--- src/sv/cmm_pkg.sv ---
`timescale 1ns / 1ps
// ----------------------------------------------------------------------------
// cmm_pkg
// Shared constants, codes and types of the complex matrix multiplier.
// ----------------------------------------------------------------------------
package cmm_pkg;

  localparam int MAX_DIM_DEF   = 8;
  localparam int ELEM_BITS_DEF = 16;

  localparam int IDX_W  = 3;   // row / column index width
  localparam int DIM_W  = 4;   // size register width
  localparam int OUT_W  = 36;  // product element part width
  localparam int REQ_W  = 2;

  localparam int CFG_AW = 4;
  localparam int CFG_DW = 32;

  localparam int OUTQ_DEPTH = 8;
  localparam int OUTQ_PW    = $clog2(OUTQ_DEPTH);
  localparam int OUTQ_CW    = $clog2(OUTQ_DEPTH + 1);

  // Request codes
  localparam logic [REQ_W-1:0] REQ_LOAD_A  = 2'd0;
  localparam logic [REQ_W-1:0] REQ_LOAD_B  = 2'd1;
  localparam logic [REQ_W-1:0] REQ_COMPUTE = 2'd2;

  // Register indexes
  localparam logic [1:0] REG_ROWS_A = 2'd0;
  localparam logic [1:0] REG_INNER  = 2'd1;
  localparam logic [1:0] REG_COLS_B = 2'd2;

  localparam logic [DIM_W-1:0] DIM_RESET = 4'd8;

  typedef enum logic {
    SEQ_IDLE,
    SEQ_RUN
  } seq_state_t;

  typedef struct packed {
    logic             first;      // first inner term of an element
    logic             last_term;  // last inner term of an element
    logic             last_elem;  // final element of the product
    logic [IDX_W-1:0] row;
    logic [IDX_W-1:0] col;
  } mac_tag_t;

  typedef struct packed {
    logic     valid;
    mac_tag_t tag;
  } seq_issue_t;

  typedef struct packed {
    logic [IDX_W-1:0]        row;
    logic [IDX_W-1:0]        col;
    logic signed [OUT_W-1:0] re;
    logic signed [OUT_W-1:0] im;
    logic                    last;
  } out_elem_t;

  // Zero acts as one, anything above the maximum acts as the maximum.
  function automatic logic [DIM_W-1:0] clamp_dim(input logic [DIM_W-1:0] v,
                                                  input logic [DIM_W-1:0] max_dim);
    logic [DIM_W-1:0] r;
    if (v == '0) begin
      r = DIM_W'(1);
    end else if (v > max_dim) begin
      r = max_dim;
    end else begin
      r = v;
    end
    return r;
  endfunction

endpackage

--- src/sv/cmm_out_if.sv ---
`timescale 1ns / 1ps
// ----------------------------------------------------------------------------
// cmm_out_if
// Result channel: one product element per transaction.
// ----------------------------------------------------------------------------
interface cmm_out_if ();
  logic                              valid;
  logic                              ready;
  logic [cmm_pkg::IDX_W-1:0]         out_row;
  logic [cmm_pkg::IDX_W-1:0]         out_col;
  logic signed [cmm_pkg::OUT_W-1:0]  out_real;
  logic signed [cmm_pkg::OUT_W-1:0]  out_imag;
  logic                              out_last;

  modport source (output valid, out_row, out_col, out_real, out_imag, out_last,
                  input ready);
  modport sink   (input valid, out_row, out_col, out_real, out_imag, out_last,
                  output ready);
endinterface

--- src/sv/cmm_outq.sv ---
`timescale 1ns / 1ps
// ----------------------------------------------------------------------------
// cmm_outq
// Small result queue between the accumulator and the result channel.
// ----------------------------------------------------------------------------
module cmm_outq (
  input  logic               clk,
  input  logic               rst_n,
  input  logic               push,
  input  cmm_pkg::out_elem_t push_elem,
  output logic               pop,
  cmm_out_if.source          out_chan
);
  import cmm_pkg::*;

  out_elem_t          q [OUTQ_DEPTH];
  logic [OUTQ_PW-1:0] wr_ptr_r, rd_ptr_r;
  logic [OUTQ_CW-1:0] cnt_r, cnt_nxt;
  out_elem_t          head;

  assign pop  = out_chan.valid && out_chan.ready;
  assign head = q[rd_ptr_r];

  always_comb begin
    out_chan.valid    = (cnt_r != '0);
    out_chan.out_row  = head.row;
    out_chan.out_col  = head.col;
    out_chan.out_real = head.re;
    out_chan.out_imag = head.im;
    out_chan.out_last = head.last;
  end

  always_comb begin
    cnt_nxt = cnt_r;
    if (push && !pop) begin
      cnt_nxt = cnt_r + OUTQ_CW'(1);
    end else if (!push && pop) begin
      cnt_nxt = cnt_r - OUTQ_CW'(1);
    end
  end

  always_ff @(posedge clk) begin
    if (push) begin
      q[wr_ptr_r] <= push_elem;
    end
  end

  always_ff @(posedge clk) begin
    if (!rst_n) begin
      wr_ptr_r <= '0;
      rd_ptr_r <= '0;
      cnt_r    <= '0;
    end else begin
      cnt_r <= cnt_nxt;
      if (push) begin
        wr_ptr_r <= wr_ptr_r + OUTQ_PW'(1);
      end
      if (pop) begin
        rd_ptr_r <= rd_ptr_r + OUTQ_PW'(1);
      end
    end
  end

endmodule
--- src/flat_wrapper.sv ---
// flat-port wrapper written by rule: the top's interface ports become plain ports
module cmm_outq_flat import cmm_pkg::*;
  (clk, rst_n, push, push_elem, pop, out_chan_valid, out_chan_out_row, out_chan_out_col, out_chan_out_real, out_chan_out_imag, out_chan_out_last, out_chan_ready);
  cmm_out_if out_chan_i ();
  input  logic clk;
  input  logic rst_n;
  input  logic push;
  input  cmm_pkg::out_elem_t push_elem;
  output logic pop;
  output wire logic [$bits(out_chan_i.valid)-1:0] out_chan_valid;
  output wire logic [$bits(out_chan_i.out_row)-1:0] out_chan_out_row;
  output wire logic [$bits(out_chan_i.out_col)-1:0] out_chan_out_col;
  output wire logic [$bits(out_chan_i.out_real)-1:0] out_chan_out_real;
  output wire logic [$bits(out_chan_i.out_imag)-1:0] out_chan_out_imag;
  output wire logic [$bits(out_chan_i.out_last)-1:0] out_chan_out_last;
  input wire logic [$bits(out_chan_i.ready)-1:0] out_chan_ready;
  assign out_chan_valid = out_chan_i.valid;
  assign out_chan_out_row = out_chan_i.out_row;
  assign out_chan_out_col = out_chan_i.out_col;
  assign out_chan_out_real = out_chan_i.out_real;
  assign out_chan_out_imag = out_chan_i.out_imag;
  assign out_chan_out_last = out_chan_i.out_last;
  assign out_chan_i.ready = out_chan_ready;
  cmm_outq u_core (.clk(clk), .rst_n(rst_n), .push(push), .push_elem(push_elem), .pop(pop), .out_chan(out_chan_i));
endmodule
--- config.mk ---
export PLATFORM = sky130hd
export DESIGN_NAME = cmm_outq_flat
export DESIGN_NICKNAME = d
export VERILOG_FILES = /design/src/sv/cmm_pkg.sv /design/src/sv/cmm_out_if.sv /design/src/sv/cmm_outq.sv /design/src/flat_wrapper.sv
export SDC_FILE = /design/constraint.sdc
export NUM_CORES = 1
export LEC_CHECK = 0
export ABC_AREA = 1
export BUFFER_PORTS_ARGS = -buffer_cell sky130_fd_sc_hd__buf_2
export CAP_MARGIN = 40
export CELL_PAD_IN_SITES_DETAIL_PLACEMENT = 1
export CELL_PAD_IN_SITES_GLOBAL_PLACEMENT = 2
export CORE_UTILIZATION = 41
export CTS_CLUSTER_SIZE = 40
export DETAILED_ROUTE_END_ITERATION = 16
export PLACE_DENSITY = 0.87
export SYNTH_ARGS = -nofsm -noshare
export SYNTH_HDL_FRONTEND = slang
export SYNTH_SLANG_ARGS = --single-unit
--- constraint.sdc ---
create_clock -name clk -period 7.4 [get_ports clk]
set_input_delay 1.48 -clock clk [delete_from_list [all_inputs] [get_ports clk]]
set_output_delay 1.48 -clock clk [all_outputs]
set_load 0.01 [all_outputs]
==> impl_metrics.ini <==
[yosys]
synth_compound_area_share_pct = 6.41
muxShareOfSynthArea_pct = 0
syn_nets = 2276
synth_cell_types = 18
synthesis.instances = 2187
yosysWarnings = 0
synth_area_sq_um = 25700
syn_avg_cell_area_sq_um = 11.7
synth_seq_cells = 645
synthAdderAreaFrac_pct = 0.321
synth_top_area_share_pct = 73.9
synth_area_leaders = edfxtp_1 (74%), nor2_1 (9.5%), nand2_1 (6.0%)
synthXorXnorAreaFrac_pct = 0.102
synth_top_cell_by_area = edfxtp_1
synth-simple-area-share_pct = 15.6
yosysSeqAreaShare_pct = 74.9
synth_top_family_by_area = simple AND/OR/NAND/NOR gates

[place]
dp_hpwl_mm = 36.5
placed_area_sq_um = 27400
routabilityCongestion = 0.725
portBuffers = 163
pre_cts_ws_ns = 3.10

[cts]
hold_buffers = 0
cts-root-buf = clkbuf_16
clockBufferDepth = 3
ctsHtreeMaxLevel = 3
cts.clk_slew.worst_paths_ns = 0.06
clk_latency_ns = 0.61
cts_tree = done
cts.sinks = 645
post_cts_buffers = 0
ctsResizeCount = 0
cts_buffers = 69

[layout]
final_area_sq_um = 29600
final_common_cell = nor2_1
syn2layout_area_growth_pct = 15.1
final_cell_mix = nor2_1 (640), edfxtp_1 (632), nand2_1 (412), o21ai_1 (225), buf_2 (163)
drive_above_1_share_pct = 13.0
final_nets = 2420
fin_util_pct = 47.8
fill_cells = 6469

[critical_path]
crit_arrival_ns = 3.36
worstSetupStartpointType = register
worstSetupPathType = register to output port
critPathRequiredTime_ns = 5.92
rr_worst_depth = 4
crit_fanout = 124
end_kind = output port

[routing]
viasPerCell = 5.18
drc = 0
topRoutingLayerUsed = met5
met2_length_mm = 33.7
totalWireLength_mm = 66.4
drt_iter0_drc = 851
dr.pass1.iters = 5
wl_met1_mm = 28.2
vias = 16700
wl_per_cell_um = 20.6
ant_nets = 0
wl_met3_mm = 2.93

[grt]
grt_overflow = 0
track_usage_pct = 21.0
grt_pass1_vias = 17900
grt_max_degree = 125
grt_first_pass_wirelength_mm = 102
grt_antenna_before_repair = 8

[timing]
period_share_pct = 65.4
hold_viol = 0
finalClockSkew_ns = 0.0214
setup_ws_ns = 2.56
slew_viol_final = 0
setup_viol = 0
setup_tns_ns = 0
rsz0062_at_grt = false
slew_headroom_pct = 39.8
max_freq_ghz = 0.207
tightest_slew_ns = 0.903
fin_crit_ns = 4.84

[power]
p_seq_share_pct = 42.6
power_density_nw_per_um2 = 334
internal_power_mw = 6.77
ir_drop_uv = 211
combPwrFrac_pct = 24.0
leakage_nw = 10.9
p_total_mw = 9.88
swShare_pct = 31.4
pwr-share-clk_pct = 33.5
p_switching_mw = 3.11

[floorplanning]
die_w_um = 252
die_height_um = 252
io_pins = 164
die_area_sq_um = 63700
start_util_pct = 41.6
core_area_sq_um = 61800
num_rows = 91

[worst_hold_path]
whs_path_depth = 2
min_path_type = register to register

[status]
status = finished clean

[job]
maxCapViolations = 0
## through the flow
stage                     hold WS [ns]  cells
after detailed placement         0.476   3097
after global placement           0.470   3090
after global routing             0.517   3223
final                            0.483   3223
after floorplan                  0.466   2187
after CTS                        0.485   3221
## critical path, stage by stage, from the launching register on
cell and delay [ns]:
dfxtp_4 0.54, inv_8 0.50, buf_16 0.42, buf_12 0.50, o21ai_0 0.23, nand2_1 0.12, nand2_1 0.06, nand2_1 0.16
buf_2 0.16
## power by group through the flow
stage,sequential (mW),combinational (mW),clock [mW]
final,4.20,2.37,3.31
after global routing,4.22,2.69,3.50
after CTS,4.21,2.42,3.38
after detailed placement,4.28,2.40,0
after global placement,4.28,2.25,0
after floorplan,4.22,1.60,0
## synthesized netlist by cell type, drive strengths merged
master  count
a21oi       7
inv        17
nor2      648
ha          5
nand3       4
fa          1
or2         2
xor2        3
dfxtp      13
o21ai     322
buf        95
clkbuf     26
edfxtp    632
nand2     412
## routing by layer
| metal | track usage (%) | vias up |
|---|---|---|
| li1 | - | 7766 |
| met1 | 26.2 | 8507 |
| met2 | 37.1 | 309 |
| met3 | 3.77 | 110 |
| met4 | 6.34 | 10 |
| met5 | 0 | - |
## worst paths after layout
check / from / slack [ns] / to
setup reg to reg: u_core.wr_ptr_r[0] / 4.58 / u_core.q[7][4]
setup / recovery: register / 2.56 / out_chan_out_imag[5]
hold reg to reg: u_core.rd_ptr_r[2] / 0.48 / register
hold / removal: u_core.rd_ptr_r[2] / 0.48 / register
## flip-flops by register name (all words and copies together), names as in the netlist, named ones only
register / count
u_core.q: 632
u_core.cnt_r: 4
u_core.rd_ptr_r: 3
u_core.wr_ptr_r: 3
## cell type report
type                       instances  area, sq um  area share [%]
sequential                       645        19200            65.1
multi-input combinational       1404         5830            19.7
clock buffer                      85         1830            6.19
timing repair buffer             194         1220            4.12
tap                              837         1050            3.54
clock inverter                    39          313            1.06
inverter                          17         75.1           0.254
antenna                            2         5.00          0.0169
## logic make-up (layout without fill, tap and decap cells)
logic type / Yosys count / in the layout
other cells: 0 / 2
flops: 645 / 645
simple gates: 1066 / 1066
xor+xnor: 3 / 3
fa+ha+maj: 6 / 6
compound gates: 329 / 329
buf+inv: 138 / 335
No activity file was read; power rests on OpenSTA's default activity.
