## src/sv/cmm_pkg.sv

```systemverilog
`timescale 1ns / 1ps
// ----------------------------------------------------------------------------
// cmm_pkg
// Shared constants, codes and types of the complex matrix multiplier.
// ----------------------------------------------------------------------------
package cmm_pkg;

  localparam int MAX_DIM_DEF   = 8;
  localparam int ELEM_BITS_DEF = 16;

  localparam int IDX_W  = 3;   // row / column index width
  localparam int DIM_W  = 4;   // size register width
  localparam int OUT_W  = 36;  // product element part width
  localparam int REQ_W  = 2;

  localparam int CFG_AW = 4;
  localparam int CFG_DW = 32;

  localparam int OUTQ_DEPTH = 8;
  localparam int OUTQ_PW    = $clog2(OUTQ_DEPTH);
  localparam int OUTQ_CW    = $clog2(OUTQ_DEPTH + 1);

  // Request codes
  localparam logic [REQ_W-1:0] REQ_LOAD_A  = 2'd0;
  localparam logic [REQ_W-1:0] REQ_LOAD_B  = 2'd1;
  localparam logic [REQ_W-1:0] REQ_COMPUTE = 2'd2;

  // Register indexes
  localparam logic [1:0] REG_ROWS_A = 2'd0;
  localparam logic [1:0] REG_INNER  = 2'd1;
  localparam logic [1:0] REG_COLS_B = 2'd2;

  localparam logic [DIM_W-1:0] DIM_RESET = 4'd8;

  typedef enum logic {
    SEQ_IDLE,
    SEQ_RUN
  } seq_state_t;

  typedef struct packed {
    logic             first;      // first inner term of an element
    logic             last_term;  // last inner term of an element
    logic             last_elem;  // final element of the product
    logic [IDX_W-1:0] row;
    logic [IDX_W-1:0] col;
  } mac_tag_t;

  typedef struct packed {
    logic     valid;
    mac_tag_t tag;
  } seq_issue_t;

  typedef struct packed {
    logic [IDX_W-1:0]        row;
    logic [IDX_W-1:0]        col;
    logic signed [OUT_W-1:0] re;
    logic signed [OUT_W-1:0] im;
    logic                    last;
  } out_elem_t;

  // Zero acts as one, anything above the maximum acts as the maximum.
  function automatic logic [DIM_W-1:0] clamp_dim(input logic [DIM_W-1:0] v,
                                                  input logic [DIM_W-1:0] max_dim);
    logic [DIM_W-1:0] r;
    if (v == '0) begin
      r = DIM_W'(1);
    end else if (v > max_dim) begin
      r = max_dim;
    end else begin
      r = v;
    end
    return r;
  endfunction

endpackage

```

## src/sv/cmm_mac.sv

```systemverilog
`timescale 1ns / 1ps
// ----------------------------------------------------------------------------
// cmm_mac
// Complex multiply-accumulate pipeline: multiply, combine, accumulate.
// ----------------------------------------------------------------------------
module cmm_mac #(
  parameter int ELEM_BITS = cmm_pkg::ELEM_BITS_DEF
) (
  input  logic                   clk,
  input  logic                   rst_n,
  input  cmm_pkg::seq_issue_t    issue,
  input  logic [2*ELEM_BITS-1:0] a_data,
  input  logic [2*ELEM_BITS-1:0] b_data,
  output logic                   push,
  output cmm_pkg::out_elem_t     push_elem
);
  import cmm_pkg::*;

  localparam int PW = 2 * ELEM_BITS;

  // stage 1: read data arrives with this tag
  logic     s1_valid_r;
  mac_tag_t s1_tag_r;
  // stage 2: partial products
  logic     s2_valid_r;
  mac_tag_t s2_tag_r;
  logic signed [PW-1:0] p_rr_r, p_ii_r, p_ri_r, p_ir_r;
  logic signed [PW-1:0] p_rr_nxt, p_ii_nxt, p_ri_nxt, p_ir_nxt;
  // stage 3: complex product
  logic     s3_valid_r;
  mac_tag_t s3_tag_r;
  logic signed [OUT_W-1:0] t_re_r, t_im_r, t_re_nxt, t_im_nxt;
  // accumulator
  logic signed [OUT_W-1:0] acc_re_r, acc_im_r, acc_re_nxt, acc_im_nxt;

  logic signed [ELEM_BITS-1:0] ar, ai, br, bi;

  assign ar = a_data[ELEM_BITS-1:0];
  assign ai = a_data[PW-1:ELEM_BITS];
  assign br = b_data[ELEM_BITS-1:0];
  assign bi = b_data[PW-1:ELEM_BITS];

  always_comb begin
    p_rr_nxt = PW'(ar) * PW'(br);
    p_ii_nxt = PW'(ai) * PW'(bi);
    p_ri_nxt = PW'(ar) * PW'(bi);
    p_ir_nxt = PW'(ai) * PW'(br);
  end

  // sums wrap at the output width
  always_comb begin
    t_re_nxt = OUT_W'(p_rr_r) - OUT_W'(p_ii_r);
    t_im_nxt = OUT_W'(p_ri_r) + OUT_W'(p_ir_r);
  end

  always_comb begin
    if (s3_tag_r.first) begin
      acc_re_nxt = t_re_r;
      acc_im_nxt = t_im_r;
    end else begin
      acc_re_nxt = acc_re_r + t_re_r;
      acc_im_nxt = acc_im_r + t_im_r;
    end
  end

  always_ff @(posedge clk) begin
    if (!rst_n) begin
      s1_valid_r <= 1'b0;
      s2_valid_r <= 1'b0;
      s3_valid_r <= 1'b0;
    end else begin
      s1_valid_r <= issue.valid;
      s2_valid_r <= s1_valid_r;
      s3_valid_r <= s2_valid_r;
    end
  end

  always_ff @(posedge clk) begin
    s1_tag_r <= issue.tag;
    s2_tag_r <= s1_tag_r;
    s3_tag_r <= s2_tag_r;
    p_rr_r   <= p_rr_nxt;
    p_ii_r   <= p_ii_nxt;
    p_ri_r   <= p_ri_nxt;
    p_ir_r   <= p_ir_nxt;
    t_re_r   <= t_re_nxt;
    t_im_r   <= t_im_nxt;
    if (s3_valid_r) begin
      acc_re_r <= acc_re_nxt;
      acc_im_r <= acc_im_nxt;
    end
  end

  assign push = s3_valid_r && s3_tag_r.last_term;

  always_comb begin
    push_elem.row  = s3_tag_r.row;
    push_elem.col  = s3_tag_r.col;
    push_elem.re   = acc_re_nxt;
    push_elem.im   = acc_im_nxt;
    push_elem.last = s3_tag_r.last_elem;
  end

endmodule

```

## config.mk

```make
export PLATFORM = sky130hd
export DESIGN_NAME = cmm_mac
export DESIGN_NICKNAME = d
export VERILOG_FILES = /design/src/sv/cmm_pkg.sv /design/src/sv/cmm_mac.sv
export SDC_FILE = /design/constraint.sdc
export NUM_CORES = 2
export LEC_CHECK = 0
export BUFFER_PORTS_ARGS = -buffer_cell sky130_fd_sc_hd__buf_4
export CAP_MARGIN = 10
export CORE_AREA = 8 8 295 297
export CTS_BUF_LIST = sky130_fd_sc_hd__clkbuf_16
export CTS_CLUSTER_DIAMETER = 50
export DETAILED_ROUTE_END_ITERATION = 10
export DIE_AREA = 0 0 303 305
export PLACE_DENSITY = 0.85
export SETUP_SLACK_MARGIN = 0.02
export SLEW_MARGIN = 10
export SYNTH_ARGS = -nofsm -noshare
export SYNTH_HDL_FRONTEND = slang
export SYNTH_SLANG_ARGS = --single-unit
```

## constraint.sdc

```tcl
create_clock -name clk -period 14 [get_ports clk]
set_clock_uncertainty 0.1 [all_clocks]
set_input_delay 1.4 -clock clk [delete_from_list [all_inputs] [get_ports clk]]
set_output_delay 1.4 -clock clk [all_outputs]
set_load 0.1 [all_outputs]
```

==> run_results.csv <==
group,metric,value,unit
detailed_routing,routed_wl,124.5,mm
yosys,async_flop_share,0,
floorplanning,start_util,0.6434,
clocking,cts_buffers,47,
timing,maxSlewHeadroom,0.3363,
layout,drive_gt1_frac,0.04808,
timing,hold_ws,0.2260,ns
job,cap_violations,0,
floorplanning,die_x,303,um
yosys,synth_edf_count,72,
placed_design,dp_hpwl,96.27,mm
yosys,ys_seq_area_frac,0.1250,
yosys,ys_top_cells_by_area,"fa_1 40%, ha_1 11%, inv_1 8.6%",
floorplanning,rows,106,
floorplanning,die_h,305,um
timing,max_clock_freq,131.7,MHz
yosys,synthCells,5739,
grt,grt_max_degree,76,
yosys,synth_top_area_share,0.3962,
worst_setup_path,ff2ff_path_depth,11,
clocking,ctsLongestPathBuffers,3,
detailed_routing,vias_per_cell,5.714,
worst_setup_path,crit_type,"in2reg",
grt,grt.overflow.total,0,
yosys,synth_seq_cells,296,
placed_design,port_buffers,155,
timing,finalCritPeriodShare,0.5424,
grt,grt_pass1_wl,210.8,mm
floorplanning,die_area,0.09242,mm^2
timing,setup_tns,0,ns
layout,syn2layout_area_growth,6.190,%
detailed_routing,final_antenna_net_count,0,
clocking,ctsRootBufferMaster,"clkbuf_16",
grt,first_global_vias,42929,
timing,finalCriticalPeriod,7.594,ns
worst_setup_path,cp.required,14.40,ns
detailed_routing,drc,0,
placed_design,gp_congestion,0.9056,
clocking,tritoncts,"yes",
timing,finalSetupViolations,0,
clocking,postCtsHoldBufs,0,
clocking,insertion_delay,0.60,ns
timing,rsz0062_at_grt,"false",
yosys,ys.flop_type,"dfxtp_1",
clocking,clock_sinks,296,
clocking,htree_levels,2,
detailed_routing,drt_iter0_drc,2903,
worst_setup_path,cp.arrival,7.99,ns
worst_setup_path,cp_max_fo,32,
clocking,cts-resized-gates,0,
outcome,status,"completed",
layout,finalNetCount,7312,
grt,grt_usage,0.2803,
timing,worst_pin_slew,0.9909,ns
timing,drv_slew,0,
timing,final_hold_viol_count,0,
yosys,synthesis.area,0.05316,mm^2
floorplanning,core,0.08263,mm^2
worst_setup_path,cp-end-kind,"flip-flop",
clocking,post-cts-setup-buffers,0,
yosys,yosys.area.top_type,"fa_1",
worst_setup_path,worstSetupStartpointType,"primary input",
floorplanning,ios,156,
yosys,yosysWarnings,0,
layout,instances_no_fill,6848,
grt,grt_antenna_before_repair,15,
min_path,min_path_type,"reg2reg",
yosys,syn-num-nets,7329,
yosys,ys_types,80,
yosys,avgSynthCellArea,9.263,um^2
detailed_routing,routedWlPerCell,18.18,um
min_path,min_delay_path_depth,0,
detailed_routing,drt_pass1_iterations,6,
detailed_routing,vias,39132,
clocking,path_clk_slew,0.06,ns
placed_design,dp_cells,6753,
cell usage in the layout (no fill, tap or decap), drive strengths merged, types with 74 or more instances in the layout:
cell,n
a21o,103
a21oi,197
and2,507
buf,159
dfxtp,224
fa,1052
ha,462
inv,1245
nand2,600
nor2,187
o21ai,170
xnor2,172
xor2,74
cells by family after synthesis:
logic type               count (synthesis)  synth area share
adder cells (fa/ha/maj)               1514            0.5049
multiplexers                            10          0.002024
XOR/XNOR                               246           0.04053
AO/OA/AOI/OAI                          680           0.08111
flip-flops                             296            0.1250
buffers and inverters                 1447            0.1027
AND/OR/NAND/NOR                       1546            0.1437
registers in the layout, summed over array words and instances, names as in the netlist, 2 cells and up:
name	count
acc_im_r	36
acc_re_r	36
t_im_r	33
t_re_r	33
p_ii_r	32
p_ir_r	32
p_ri_r	32
p_rr_r	32
s1_tag_r	9
s2_tag_r	9
push_elem	7
s3_tag_r	2
metrics by stage:
stage          area (um^2)  setup WS (ns)    util
2_1_floorplan        53160          6.678       -
3_3_place_gp         54840          6.177  0.6637
3_5_place_dp         54840          5.903  0.6637
4_1_cts              56430          6.483  0.6830
5_1_grt              56440          6.101  0.6831
6_report             56450          6.406  0.6832
layout make-up:
cell class	count	area (um^2)
diodes	7	17.52
clock buffers	49	1226
clock inverters	39	365.4
fillers	6157	26180
inverters	1222	4587
multi-input cells	3996	41050
flip-flops and latches	296	6654
well taps	1080	1351
repair buffers	159	1194
critical path: stages:
cell      delay, ns
buf_4          0.32
nand2_1        0.17
inv_1          0.15
fa_1           0.55
fa_1           0.86
inv_1          0.16
fa_1           0.51
fa_1           0.59
fa_1           0.44
fa_1           0.49
inv_1          0.04
ha_1           0.32
nand4_1        0.18
nor2_1         0.07
a221o_1        0.33
o41ai_2        0.41
o21ai_1        0.22
nor3_1         0.25
o21bai_1       0.14
a21oi_1        0.21
xnor2_1        0.15
worst paths after layout:
| path | start | to | slack [ns] |
|---|---|---|---|
| setup / recovery | b_data[1] | p_rr_r[31]$_DFF_P_ | 6.41 |
| hold / removal | s1_tag_r[0]$_DFF_P_ | s2_tag_r[0]$_DFF_P_ | 0.23 |
| setup reg to reg | acc_im_r[1]$_DFFE_PP_ | acc_im_r[27]$_DFFE_PP_ | 10.37 |
| hold reg to reg | s1_tag_r[0]$_DFF_P_ | s2_tag_r[0]$_DFF_P_ | 0.23 |
Yosys cell counts (14+ instances only):
library cell	n
a21o_1	103
a21oi_1	195
o21a_1	37
edfxtp_1	72
o21bai_1	31
xnor2_1	172
ha_1	462
a31oi_1	22
a211oi_1	22
fa_1	1052
nor2b_1	29
and2_1	507
inv_1	1222
dfxtp_1	224
clkbuf_1	214
nor2_1	187
nand2_1	600
and3_1	21
nand4_1	22
nand2b_1	46
or3_1	16
nand3_1	42
o21ai_0	164
o211ai_1	14
xor2_1	74
nor3_1	40
layer usage:
metal | vias up | global-route usage | part of all wire
li1 | 17512 | - | -
met1 | 19481 | 0.3631 | 0.39
met2 | 1761 | 0.4513 | 0.47
met3 | 370 | 0.05586 | 0.090
met4 | 8 | 0.1328 | 0.054
met5 | - | 0 | 0.00047
Power is not shown: default switching activity piles up to over one toggle a cycle in this logic, so the estimate is an artifact.
