$ cat config.mk
export PLATFORM = sky130hd
export DESIGN_NAME = cmm_seq
export DESIGN_NICKNAME = d
export VERILOG_FILES = /design/src/sv/cmm_pkg.sv /design/src/sv/cmm_seq.sv
export SDC_FILE = /design/constraint.sdc
export NUM_CORES = 1
export LEC_CHECK = 0
export ABC_AREA = 0
export BUFFER_PORTS_ARGS = -buffer_cell sky130_fd_sc_hd__buf_2
export CAP_MARGIN = 5
export CORE_MARGIN = 2
export CORE_UTILIZATION = 49
export DETAILED_ROUTE_END_ITERATION = 10
export PLACE_DENSITY = 0.86
export SLEW_MARGIN = 20
export SYNTH_ARGS = -nofsm -noshare
export SYNTH_HDL_FRONTEND = slang
export SYNTH_SLANG_ARGS = --single-unit
export TNS_END_PERCENT = 5
$ cat constraint.sdc
create_clock -name clk -period 2.74 [get_ports clk]
set_clock_uncertainty 0.05 [all_clocks]
set_input_delay 0.274 -clock clk [delete_from_list [all_inputs] [get_ports clk]]
set_output_delay 0.274 -clock clk [all_outputs]
set_load 0.05 [all_outputs]
$ cat src/sv/cmm_pkg.sv
`timescale 1ns / 1ps
// ----------------------------------------------------------------------------
// cmm_pkg
// Shared constants, codes and types of the complex matrix multiplier.
// ----------------------------------------------------------------------------
package cmm_pkg;

  localparam int MAX_DIM_DEF   = 8;
  localparam int ELEM_BITS_DEF = 16;

  localparam int IDX_W  = 3;   // row / column index width
  localparam int DIM_W  = 4;   // size register width
  localparam int OUT_W  = 36;  // product element part width
  localparam int REQ_W  = 2;

  localparam int CFG_AW = 4;
  localparam int CFG_DW = 32;

  localparam int OUTQ_DEPTH = 8;
  localparam int OUTQ_PW    = $clog2(OUTQ_DEPTH);
  localparam int OUTQ_CW    = $clog2(OUTQ_DEPTH + 1);

  // Request codes
  localparam logic [REQ_W-1:0] REQ_LOAD_A  = 2'd0;
  localparam logic [REQ_W-1:0] REQ_LOAD_B  = 2'd1;
  localparam logic [REQ_W-1:0] REQ_COMPUTE = 2'd2;

  // Register indexes
  localparam logic [1:0] REG_ROWS_A = 2'd0;
  localparam logic [1:0] REG_INNER  = 2'd1;
  localparam logic [1:0] REG_COLS_B = 2'd2;

  localparam logic [DIM_W-1:0] DIM_RESET = 4'd8;

  typedef enum logic {
    SEQ_IDLE,
    SEQ_RUN
  } seq_state_t;

  typedef struct packed {
    logic             first;      // first inner term of an element
    logic             last_term;  // last inner term of an element
    logic             last_elem;  // final element of the product
    logic [IDX_W-1:0] row;
    logic [IDX_W-1:0] col;
  } mac_tag_t;

  typedef struct packed {
    logic     valid;
    mac_tag_t tag;
  } seq_issue_t;

  typedef struct packed {
    logic [IDX_W-1:0]        row;
    logic [IDX_W-1:0]        col;
    logic signed [OUT_W-1:0] re;
    logic signed [OUT_W-1:0] im;
    logic                    last;
  } out_elem_t;

  // Zero acts as one, anything above the maximum acts as the maximum.
  function automatic logic [DIM_W-1:0] clamp_dim(input logic [DIM_W-1:0] v,
                                                  input logic [DIM_W-1:0] max_dim);
    logic [DIM_W-1:0] r;
    if (v == '0) begin
      r = DIM_W'(1);
    end else if (v > max_dim) begin
      r = max_dim;
    end else begin
      r = v;
    end
    return r;
  endfunction

endpackage

$ cat src/sv/cmm_seq.sv
`timescale 1ns / 1ps
// ----------------------------------------------------------------------------
// cmm_seq
// Walks rows, columns and inner terms of the product; one read per cycle while the result queue has room.
// ----------------------------------------------------------------------------
module cmm_seq #(
  parameter int  MAX_DIM = cmm_pkg::MAX_DIM_DEF,
  localparam int CELLS   = MAX_DIM * MAX_DIM,
  localparam int AW      = (CELLS > 1) ? $clog2(CELLS) : 1
) (
  input  logic                      clk,
  input  logic                      rst_n,
  input  logic                      start,
  input  logic [cmm_pkg::DIM_W-1:0] nr,
  input  logic [cmm_pkg::DIM_W-1:0] nk,
  input  logic [cmm_pkg::DIM_W-1:0] nc,
  input  logic                      pop,
  output logic                      busy,
  output cmm_pkg::seq_issue_t       issue,
  output logic [AW-1:0]             raddr_a,
  output logic [AW-1:0]             raddr_b
);
  import cmm_pkg::*;

  seq_state_t         state_r, state_nxt;
  logic [IDX_W-1:0]   i_r, i_nxt, j_r, j_nxt, k_r, k_nxt;
  logic [OUTQ_CW-1:0] pend_r, pend_nxt;   // elements started, not yet popped
  logic               last_k, last_j, last_i, go, elem_start;

  assign last_k = ({1'b0, k_r} == nk - DIM_W'(1));
  assign last_j = ({1'b0, j_r} == nc - DIM_W'(1));
  assign last_i = ({1'b0, i_r} == nr - DIM_W'(1));

  // Next state
  always_comb begin
    state_nxt = state_r;
    case (state_r)
      SEQ_IDLE: begin
        if (start) begin
          state_nxt = SEQ_RUN;
        end
      end
      SEQ_RUN: begin
        if (go && last_k && last_j && last_i) begin
          state_nxt = SEQ_IDLE;
        end
      end
      default: state_nxt = SEQ_IDLE;
    endcase
  end

  // Outputs
  always_comb begin
    busy = 1'b0;
    go   = 1'b0;
    case (state_r)
      SEQ_IDLE: begin
        busy = 1'b0;
        go   = 1'b0;
      end
      SEQ_RUN: begin
        busy = 1'b1;
        // a new element only starts when the output queue has room for it
        go   = (k_r != '0) || (pend_r < OUTQ_CW'(OUTQ_DEPTH));
      end
      default: begin
        busy = 1'b0;
        go   = 1'b0;
      end
    endcase
  end

  assign elem_start = go && (k_r == '0);

  always_comb begin
    issue.valid         = go;
    issue.tag.first     = (k_r == '0);
    issue.tag.last_term = last_k;
    issue.tag.last_elem = last_k && last_j && last_i;
    issue.tag.row       = i_r;
    issue.tag.col       = j_r;
    raddr_a = AW'(int'(i_r) * MAX_DIM + int'(k_r));
    raddr_b = AW'(int'(k_r) * MAX_DIM + int'(j_r));
  end

  // Index counters
  always_comb begin
    i_nxt = i_r;
    j_nxt = j_r;
    k_nxt = k_r;
    if (state_r == SEQ_IDLE) begin
      i_nxt = '0;
      j_nxt = '0;
      k_nxt = '0;
    end else if (go) begin
      if (last_k) begin
        k_nxt = '0;
        if (last_j) begin
          j_nxt = '0;
          i_nxt = i_r + IDX_W'(1);
        end else begin
          j_nxt = j_r + IDX_W'(1);
        end
      end else begin
        k_nxt = k_r + IDX_W'(1);
      end
    end
  end

  always_comb begin
    pend_nxt = pend_r;
    if (elem_start && !pop) begin
      pend_nxt = pend_r + OUTQ_CW'(1);
    end else if (!elem_start && pop) begin
      pend_nxt = pend_r - OUTQ_CW'(1);
    end
  end

  always_ff @(posedge clk) begin
    if (!rst_n) begin
      state_r <= SEQ_IDLE;
      i_r     <= '0;
      j_r     <= '0;
      k_r     <= '0;
      pend_r  <= '0;
    end else begin
      state_r <= state_nxt;
      i_r     <= i_nxt;
      j_r     <= j_nxt;
      k_r     <= k_nxt;
      pend_r  <= pend_nxt;
    end
  end

endmodule

==> results of run 1 <==
==> Yosys cell counts (all sizes together) <==
cell and number:
a21boi 1, a21o 1, a21oi 5, a31o 1
a31oi 1, and2 4, and3 1, buf 11
clkbuf 1, dfxtp 14, fa 1, ha 10
inv 13, mux2 1, mux2i 2, nand2 9
nand2b 2, nand3 3, nand3b 1, nand4 1
nor2 6, nor2b 2, nor3 4, nor4 2
nor4b 1, o211ai 1, o21a 1, o21ai 4
o22ai 1, o31ai 2, o32a 1, o41ai 1
or3 1, or4 1, xnor2 4, xnor3 2
xor2 8
==> worst max-delay path: cells and delay by family (launching register included) <==
family          cells  cell delay [ns]
simple gates        3             0.61
fa+ha+maj           3             0.65
compound gates      3             0.49
buf+inv             2             0.19
flops               1             0.39
xor+xnor            1             0.08
==> where the power goes <==
group          internal [mW]  total (mW)  switching, mW
Clock                 0.0812       0.153         0.0723
Combinational          0.132       0.289          0.157
Sequential             0.231       0.257         0.0255
Total                  0.444       0.699          0.255
==> cell families after synthesis <==
family | Yosys count | share of synthesized area
AND/OR/NAND/NOR | 38 | 0.224
buffers and inverters | 25 | 0.120
AO/OA/AOI/OAI | 20 | 0.120
XOR/XNOR | 14 | 0.133
flip-flops | 14 | 0.248
adder cells (fa/ha/maj) | 11 | 0.128
multiplexers | 3 | 0.0277
==> repair_timing <==
item                                    CTS  global route
endpoints found under the setup margin    0             1
resized for setup                         0             2
setup buffers                             0             1
hold endpoints to repair                  0             0
==> per-layer routing <==
| layer | routed length, um | vias to the layer above | part of all wire |
|---|---|---|---|
| li1 | - | 486 | - |
| met1 | 900 | 446 | 0.41 |
| met2 | 1100 | 31 | 0.50 |
| met3 | 161 | 3 | 0.074 |
| met4 | 27 | 0 | 0.012 |
| met5 | 0 | - | 0 |
==> per-stage QoR <==
stage / hold WS [ns] / instances / total power, mW / util
finish: 0.204 / 184 / 0.699 / 0.605
global route: 0.234 / 184 / 0.751 / 0.605
CTS: 0.209 / 183 / 0.684 / 0.600
detailed placement: 0.462 / 179 / 0.533 / 0.584
global placement: 0.436 / 179 / 0.514 / 0.584
floorplan: 0.346 / 125 / 0.476 / -
==> worst paths after layout <==
check	startpoint	end	slack, ns	depth (start not counted)
worst min-delay path	rst_n	pend_r[0]	0.20	2
worst max register to register	k_r[0]	pend_r[3]	0.22	12
worst min register to register	pend_r[3]	pend_r[3]	0.46	2
worst max-delay path	k_r[0]	pend_r[3]	0.22	12
==> final cells by class <==
type / instances / area [um^2]
Multi-Input combinational cell: 86 / 726
Clock buffer: 4 / 36.3
Sequential cell: 14 / 283
Inverter: 13 / 48.8
Timing Repair Buffer: 39 / 198
Fill cell: 188 / 865
Tap cell: 28 / 35.0
==> state kept, by name, summed over array words and instances, names as in the netlist <==
signal   count
i_r          3
j_r          3
state_r      1
k_r          3
pend_r       4
==> metrics.cfg, run 1 <==
[cts]
ctsHoldBuffers=0
cts_buffer_depth=2
htreeDepth=1
cts_root_buffer=clkbuf_4
cts_tree=done
cts_buffers=3
clk_pin_slew_worst_paths_ns=0.08
clk_latency_ns=0.29
cts.sinks=14

[sta]
timing.final.crit_share=0.919
final.setup.worst_slack_ns=0.222
max_slew_margin=0.745
hold_violations=0
tns_ns=0
clock.fmax_ghz=0.397
finalCriticalPeriod_ns=2.52
rsz0062_at_grt=no
setup_violations=0
drv_slew=0
worst_slew_pin_slew_ns=0.381

[hold_path]
holdCritPathClass=input pin to flop

[placement]
dp_hpwl_mm=1.81
placed_area_um2=1280
portBuffers=38
pre_cts_slack_ns=0.101
gp_congestion=0.808

[route]
antenna_left=0
drc=0
wl_mm=2.19
wire_per_inst_um=11.9
dr_total_vias=966
first_iter_violations=17
vias_per_cell=5.25
first_pass_iters=4

[synth]
synth_area_leader_cell=dfxtp_1
synth.top_cells.by_area=dfxtp_1 (25%), ha_1 (11%), buf_4 (7.3%)
synth_area_per_cell_um2=9.04
yosysSeqAreaShare=0.248
synth_nets=152
synthCells=125
synth_top_area_share=0.248
yosys_warnings=0
yosysUniqueCellTypes=45
synth_seq_cells=14
netlist_area_um2=1130

[worst_setup_path]
path_class=flop to flop
slowest_stage=dfxtp_2
worstSetupEndpointType=flop
crit_path_cell_trace=inv_1 -> ha_1 -> nor2b_4 -> and3_1 -> ha_1 -> inv_1 -> ha_1 -> a21o_1 -> a21oi_2 -> xnor2_1 -> or3_1 -> a21boi_1
required_ns=2.92
crit_path_start_kind=flop
worstPathArrival_ns=2.70
critPathMaxFanout=6
max_stage_delay_ns=0.39
crit_top_cell=ha_1

[pwr]
p_leak_nw=0.691
power.density_nw_per_um2=527
peakVddDrop_mv=0.341

[floorplanning]
die_height_um=52.0
fp.dieW_um=52.0
io_pins=39
rows=17
core_um2=2190
initial_core_util=0.516
die_area_um2=2710

[layout]
drive_gt1_frac=0.372
layout_common_cells=buf_2 (38), inv_1 (12), dfxtp_1 (12), ha_1 (10), nand2_1 (9)
final_cell_area_um2=1330
finalNetCount=184
syn_to_final_growth_pct=17.4
diodes=0
final_common_cell=buf_2

[grt]
grt_use_met3=0.0546
grt_use_met1=0.197
grt_pass1_wl_mm=3.37
grtUsageMet2=0.289
overflow=0
grt_pass1_vias=818
busiest_layer=met2
antenna_found_initial=0
grt_max_degree=10
grt_use_total=0.166

[flow_run]
maxCapViolCount=0

[status]
outcome=completed

(Power assumes the default switching activity.)
==> inputs of run 2 (changes only) <==
--- a/config.mk
+++ b/config.mk
@@ -6,12 +6,13 @@
 export NUM_CORES = 1
 export LEC_CHECK = 0
 export ABC_AREA = 0
-export BUFFER_PORTS_ARGS = -buffer_cell sky130_fd_sc_hd__buf_2
 export CAP_MARGIN = 5
+export CORE_ASPECT_RATIO = 1.25
 export CORE_MARGIN = 2
-export CORE_UTILIZATION = 49
+export CORE_UTILIZATION = 61
 export DETAILED_ROUTE_END_ITERATION = 10
-export PLACE_DENSITY = 0.86
+export DONT_BUFFER_PORTS = 1
+export PLACE_DENSITY = 0.85
 export SLEW_MARGIN = 20
 export SYNTH_ARGS = -nofsm -noshare
 export SYNTH_HDL_FRONTEND = slang
==> metrics.cfg, run 2 (synthesis results as in run 1) <==
[layout]
syn_to_final_growth_pct=7.20
drive_gt1_frac=0.246
final_cell_area_um2=1210
largest_register_ffs=4
layout_common_cells=buf_4 (13), dfxtp_1 (12), inv_1 (11), ha_1 (10), nand2_1 (9)
finalNetCount=158
diodes=0
final_common_cell=buf_4
largest-register=pend_r
post-route-util=0.686

[route]
first_pass_iters=4
wl_mm=2.37
first_iter_violations=28
dr_total_vias=895
wire_per_inst_um=15.9
drc=0
antenna_left=0
vias_per_cell=6.01

[grt]
grt_pass1_vias=1015
grt_use_total=0.239
overflow=0
antenna_found_initial=0
grt_pass1_wl_mm=4.03
grt_max_degree=10

[worst_setup_path]
worstSetupEndpointType=primary output
required_ns=2.42
critPathMaxFanout=5
r2r-start=k_r[0]
ff2ff_path_depth=12
crit_path_start_kind=flop
ff2ff_setup_slack_ns=0.21
path_class=flop to primary output
rr_endpoint=pend_r[3]
worstPathArrival_ns=2.22

[hold_path]
whs_endpoint=pend_r[2]
holdCritPathClass=input pin to flop
holdPathStages=1
worstHoldStart=rst_n

[pwr]
pwr-share-comb=0.394
p_clk_frac=0.223
p_leak_nw=0.572
p_switching_mw=0.238
p_int_mw=0.427
peakVddDrop_mv=0.328
p_seq_frac=0.383
swShare=0.358
power.density_nw_per_um2=549

[sta]
setup_violations=0
timing.final.crit_share=0.930
finalCriticalPeriod_ns=2.55
rsz0062_at_grt=no
clock.fmax_ghz=0.392
max_slew_margin=0.751
hold_violations=0
drv_slew=0
tns_ns=0
final.setup.worst_slack_ns=0.192
worst_slew_pin_slew_ns=0.372

[placement]
placed_area_um2=1170
gp_congestion=0.776
pre_cts_slack_ns=0.213
portBuffers=0
dp_hpwl_mm=2.00

[floorplanning]
die_area_um2=2210
initial_core_util=0.640
io_pins=39
core_um2=1770
rows=17
fp.dieW_um=42.5
die_height_um=52.1

[cts]
cts_buffers=3
ctsHoldBuffers=0
cts_buffer_depth=2
cts.sinks=14
cts_tree=done
htreeDepth=1
clk_latency_ns=0.28
cts_root_buffer=clkbuf_4
clk_pin_slew_worst_paths_ns=0.09

[status]
outcome=completed

[flow_run]
maxCapViolCount=0

==> run 2: metrics by stage <==
step / power (mW) / hold slack (ns) / instances
after floorplan: 0.476 / 0.346 / 125
after global placement: 0.503 / 0.350 / 145
after detailed placement: 0.522 / 0.350 / 145
after CTS: 0.669 / 0.0624 / 149
after global routing: 0.709 / 0.0701 / 149
final: 0.665 / 0.0654 / 149
==> run 2: layout make-up <==
cell class,instances,area [um^2]
well taps,19,23.8
fillers,147,554
clock buffers,4,36.3
repair buffers,13,97.6
multi-input cells,86,722
inverters,13,48.8
flip-flops and latches,14,283
==> run 2: repair_timing <==
item,4_1_cts,5_1_grt
endpoints found under the setup margin,0,1
gates resized for setup,0,1
buffers inserted,0,0
==> run 2: power groups by stage <==
stage	registers (mW)	logic (mW)	clock network (mW)
2_1_floorplan	0.263	0.213	0
5_1_grt	0.260	0.291	0.158
3_5_place_dp	0.260	0.261	0
6_report	0.255	0.262	0.149
3_3_place_gp	0.258	0.245	0
4_1_cts	0.256	0.263	0.150
==> run 2: per-layer routing <==
| layer | GRT usage | up-vias | part of all wire |
|---|---|---|---|
| met5 | 0 | - | 0 |
| met4 | 0.130 | 0 | 0.042 |
| met3 | 0.0625 | 14 | 0.056 |
| met2 | 0.474 | 36 | 0.56 |
| met1 | 0.214 | 417 | 0.34 |
| li1 | - | 428 | - |
==> run 2: how the worst max path moves through the flow <==
stage / start / to / slack, ns / depth (start not counted)
after floorplan: k_r[0] / pend_r[3] / 0.04 / 12
after global placement: k_r[0] / pend_r[3] / 0.36 / 12
after detailed placement: k_r[0] / pend_r[3] / 0.21 / 12
after CTS: k_r[0] / pend_r[3] / 0.18 / 12
after global routing: k_r[0] / pend_r[3] / 0.04 / 12
final: k_r[0] / issue[6] / 0.19 / 6
==> run 2: worst max-delay path: stages (launching register included) <==
cell,delay (ns)
dfxtp_2,0.35
buf_4,0.31
xor2_1,0.22
nand4_2,0.24
nand2b_2,0.30
nor4b_4,0.28
buf_4,0.24
